===== src/hw/rtl/fmbs_pkg.sv =====
// ============================================================================
// fmbs_pkg
// Shared types for the sorted-key table search block: controller states and
// the command and status groups between controller and datapath.
// ============================================================================
package fmbs_pkg;

    // Controller states
    typedef enum logic [1:0] {
        ST_IDLE,
        ST_CHECK,
        ST_CMP
    } fmbs_state_t;

    // Controller -> datapath commands
    typedef struct packed {
        logic write;   // store key_value at entry_index
        logic load;    // open a search: bounds, key, match flag
        logic read;    // read the probe entry at the midpoint
        logic step;    // narrow the bounds from the read entry
        logic finish;  // register the result and raise the strobe
    } fmbs_cmd_t;

    // Datapath -> controller status
    typedef struct packed {
        logic range_empty;  // lower bound has met the upper bound
    } fmbs_sts_t;

endpackage


===== src/hw/rtl/fmbs_ctrl.sv =====
// ============================================================================
// fmbs_ctrl
// Search sequencer: takes commands, runs probes (a read in ST_CHECK, then a
// compare in ST_CMP) until the search range is empty, then closes the transaction.
// ============================================================================
module fmbs_ctrl (
    input  logic              clk,
    input  logic              rst_n,
    input  logic              start,
    input  logic              mode,
    input  fmbs_pkg::fmbs_sts_t sts,
    output fmbs_pkg::fmbs_cmd_t cmd,
    output logic              busy
);
    import fmbs_pkg::*;

    fmbs_state_t state_reg;
    fmbs_state_t state_next;
    logic        accept;

    assign accept = start && !busy;

    // State register
    always_ff @(posedge clk or negedge rst_n)
    begin
        if (!rst_n)
        begin
            state_reg <= ST_IDLE;
        end
        else
        begin
            state_reg <= state_next;
        end
    end

    // Next state
    always_comb
    begin
        state_next = state_reg;
        case (state_reg)
            ST_IDLE:
            begin
                if (accept && mode)
                begin
                    state_next = ST_CHECK;
                end
            end
            ST_CHECK:
            begin
                if (sts.range_empty)
                begin
                    state_next = ST_IDLE;
                end
                else
                begin
                    state_next = ST_CMP;
                end
            end
            ST_CMP:
            begin
                state_next = ST_CHECK;
            end
            default:
            begin
                state_next = ST_IDLE;
            end
        endcase
    end

    // Outputs
    always_comb
    begin
        cmd  = '0;
        busy = 1'b1;
        case (state_reg)
            ST_IDLE:
            begin
                busy       = 1'b0;
                cmd.write  = start && !mode;
                cmd.load   = start && mode;
            end
            ST_CHECK:
            begin
                cmd.read   = !sts.range_empty;
                cmd.finish = sts.range_empty;
            end
            ST_CMP:
            begin
                cmd.step   = 1'b1;
            end
            default:
            begin
                busy = 1'b1;
            end
        endcase
    end

endmodule


===== config.mk =====
export PLATFORM = sky130hd
export DESIGN_NAME = fmbs_ctrl
export DESIGN_NICKNAME = d
export VERILOG_FILES = /design/src/hw/rtl/fmbs_pkg.sv /design/src/hw/rtl/fmbs_ctrl.sv
export SDC_FILE = /design/constraint.sdc
export NUM_CORES = 1
export LEC_CHECK = 0
export ABC_AREA = 1
export BUFFER_PORTS_ARGS = -buffer_cell sky130_fd_sc_hd__buf_4
export CAP_MARGIN = 10
export CORE_AREA = 5 5 42 44
export DETAILED_ROUTE_END_ITERATION = 7
export DIE_AREA = 0 0 47 49
export PLACE_DENSITY = 0.31
export SYNTH_ARGS = -nofsm -noshare
export SYNTH_HDL_FRONTEND = slang
export SYNTH_SLANG_ARGS = --single-unit

===== constraint.sdc =====
create_clock -name clk -period 0.8 [get_ports clk]
set_clock_uncertainty 0.15 [all_clocks]
set_input_delay 0.08 -clock clk [delete_from_list [all_inputs] [get_ports clk]]
set_output_delay 0.08 -clock clk [all_outputs]
set_load 0.03 [all_outputs]

==> impl_metrics.tcl <==
set metrics [dict create \
    layout.nets 38 \
    async_reset_ff_share_pct 100 \
    antenna_found_initial 0 \
    initial_core_util_pct 8.30 \
    relSlewSlack_pct 88.2 \
    grt_overflow_total 0 \
    rsz0062_at_grt "yes" \
    die_h_um 49 \
    crit_path_max_fanout 3 \
    synth_area_um2 116 \
    synth-seq-area-share_pct 43.0 \
    stdcell_area_um2 298 \
    hp-class "primary input to flop" \
    synth.area.top_cells "dfrtp_1, nor2_1, nor3_1" \
    clock_latency_ns 0.23 \
    post-synth-top-count-cell "nor2_1" \
    p_leak_nw 0.146 \
    finalWorstSetupSlack_ns -0.450 \
    io_pins 11 \
    cap_violations 0 \
    grt_pass1_wl_um 710 \
    placed_area_um2 241 \
    synth_area_leader_cell "dfrtp_1" \
    vias_per_cell 3.28 \
    syn_nets 21 \
    fin_cells 47 \
    gp_congestion 0.619 \
    tritoncts.num_buffers 3 \
    fp.dieW_um 47 \
    dr_total_vias 154 \
    first_global_vias 168 \
    fillCellCount 158 \
    fmax_mhz 800 \
    r2r_slack_ns -0.14 \
    ys_ff_latch 2 \
    placement.io_buffers 10 \
    synth_flop_cell "dfrtp_1" \
    ant_nets 0 \
    grt_max_degree 4 \
    avgSynthCellArea_um2 7.27 \
    dp.cells 43 \
    drc_errors 0 \
    dr.pass1.iters 2 \
    crit_required_ns 0.57 \
    fin_crit_ns 1.25 \
    wl_um 409 \
    finalHoldViolCount 1 \
    postCtsHoldBufs 1 \
    path_clk_slew_ns 0.03 \
    root_buffer "clkbuf_4" \
    tritoncts "done" \
    clock_sinks 2 \
    postCtsSetupBuffers 0 \
    grt_usage_pct 5.28 \
    wire_per_inst_um 8.70 \
    area_growth_pct 156 \
    criticalPathCategory "flop to output port" \
    cp.arrival_ns 1.02 \
    netlist.area_leader.share_pct 43.0 \
    drt_first_iter_violations 3 \
    num_rows 14 \
    finalPower_mw 0.554 \
    end_kind "output port" \
    violations "hold timing, setup timing" \
    ir_worst_vdd_mv 1.02 \
    p_per_area_nw_per_um2 1860 \
    slew_viol_final 0 \
    pre_cts_ws_ns -0.231 \
    status "finished with violations" \
    largest_reg_flops 2 \
    coreArea_um2 1400 \
    drive_gt1_share_pct 71.0 \
    synth_common_cells "nor2_1, dfrtp_1, inv_2, nand2_1, nor3_1" \
    dieArea_um2 2300 \
    timing.hold.ws_ns -0.128 \
    tightestPinTransition_ns 0.175 \
    cts_buffer_depth 2 \
    yosys.cell_types.count 10 \
    setup_viol 8 \
    fin_crit_sh_pct 156 \
    syn_inst 16 \
    ys_warn_count 0 \
    diodes 0 \
    crit_path_start_kind "flop" \
    synth_edf_count 0 \
    h-tree-depth 1 \
]
through the flow:
step	util (%)	TNS [ns]
finish	21.3	-2.70
global route	21.3	-3.20
CTS	21.3	-2.80
detailed placement	17.2	-1.35
global placement	17.2	-1.37
floorplan	-	-0.959
layer usage:
metal	up-vias	track usage (%)	wire length (um)
met5	-	0	0
met4	0	4.15	0
met3	0	8.86	128
met2	15	4.30	125
met1	60	5.04	155
li1	79	-	-
power breakdown:
group / leakage, nW / internal (mW) / switching (mW)
clock: 0.0138 / 0.165 / 0.0589
combinational: 0.106 / 0.0930 / 0.117
sequential: 0.0264 / 0.111 / 0.00843
layout make-up:
class                      count  area, um^2  area share (%)
tap                           16        20.0            6.72
multi-input combinational     10        75.1            25.2
sequential                     2        50.0            16.8
inverter                       3        11.3            3.78
timing repair buffer          13         119            39.9
clock buffer                   3        22.5            7.56
cell families (layout without fill, tap and decap cells):
| family | after synthesis | after routing | synth area share [%] |
|---|---|---|---|
| and+or+nand+nor | 9 | 9 | 36.6 |
| buffers and inverters | 4 | 19 | 16.1 |
| DFF | 2 | 2 | 43.0 |
| AOI/OAI and AO/OA | 1 | 1 | 4.30 |
worst max-delay path, stage by stage (launching register included):
cell and delay [ns]:
dfrtp_1 0.39, nor3_1 0.21, buf_4 0.19
layout by cell type (no fill, tap or decap):
master,Yosys,layout
inv_2,2,2
inv_1,1,1
and3_2,1,1
dfrtp_1,2,2
buf_6,0,5
nor2_4,0,3
nand2_1,2,2
clkbuf_4,0,3
a21oi_1,1,1
nand2_4,0,1
dlygate4sd3_1,0,1
nor3_1,2,2
buf_4,1,7
final timing paths:
kind	cells after the start	startpoint	end
hold / removal	2	sts	state_reg[1]
min in group asynchronous	2	rst_n	state_reg[1]
max in group asynchronous	2	rst_n	state_reg[0]
setup reg to reg	3	state_reg[1]	state_reg[0]
hold reg to reg	1	state_reg[1]	state_reg[1]
setup / recovery	2	state_reg[1]	cmd[2]
what timing repair did:
item,4_1_cts,5_1_grt
setup endpoints to repair,8,8
resized for setup,6,0
pin swaps,2,0
hold endpoints to repair,3,1
Note: power is estimated with default switching activity, not from simulation.
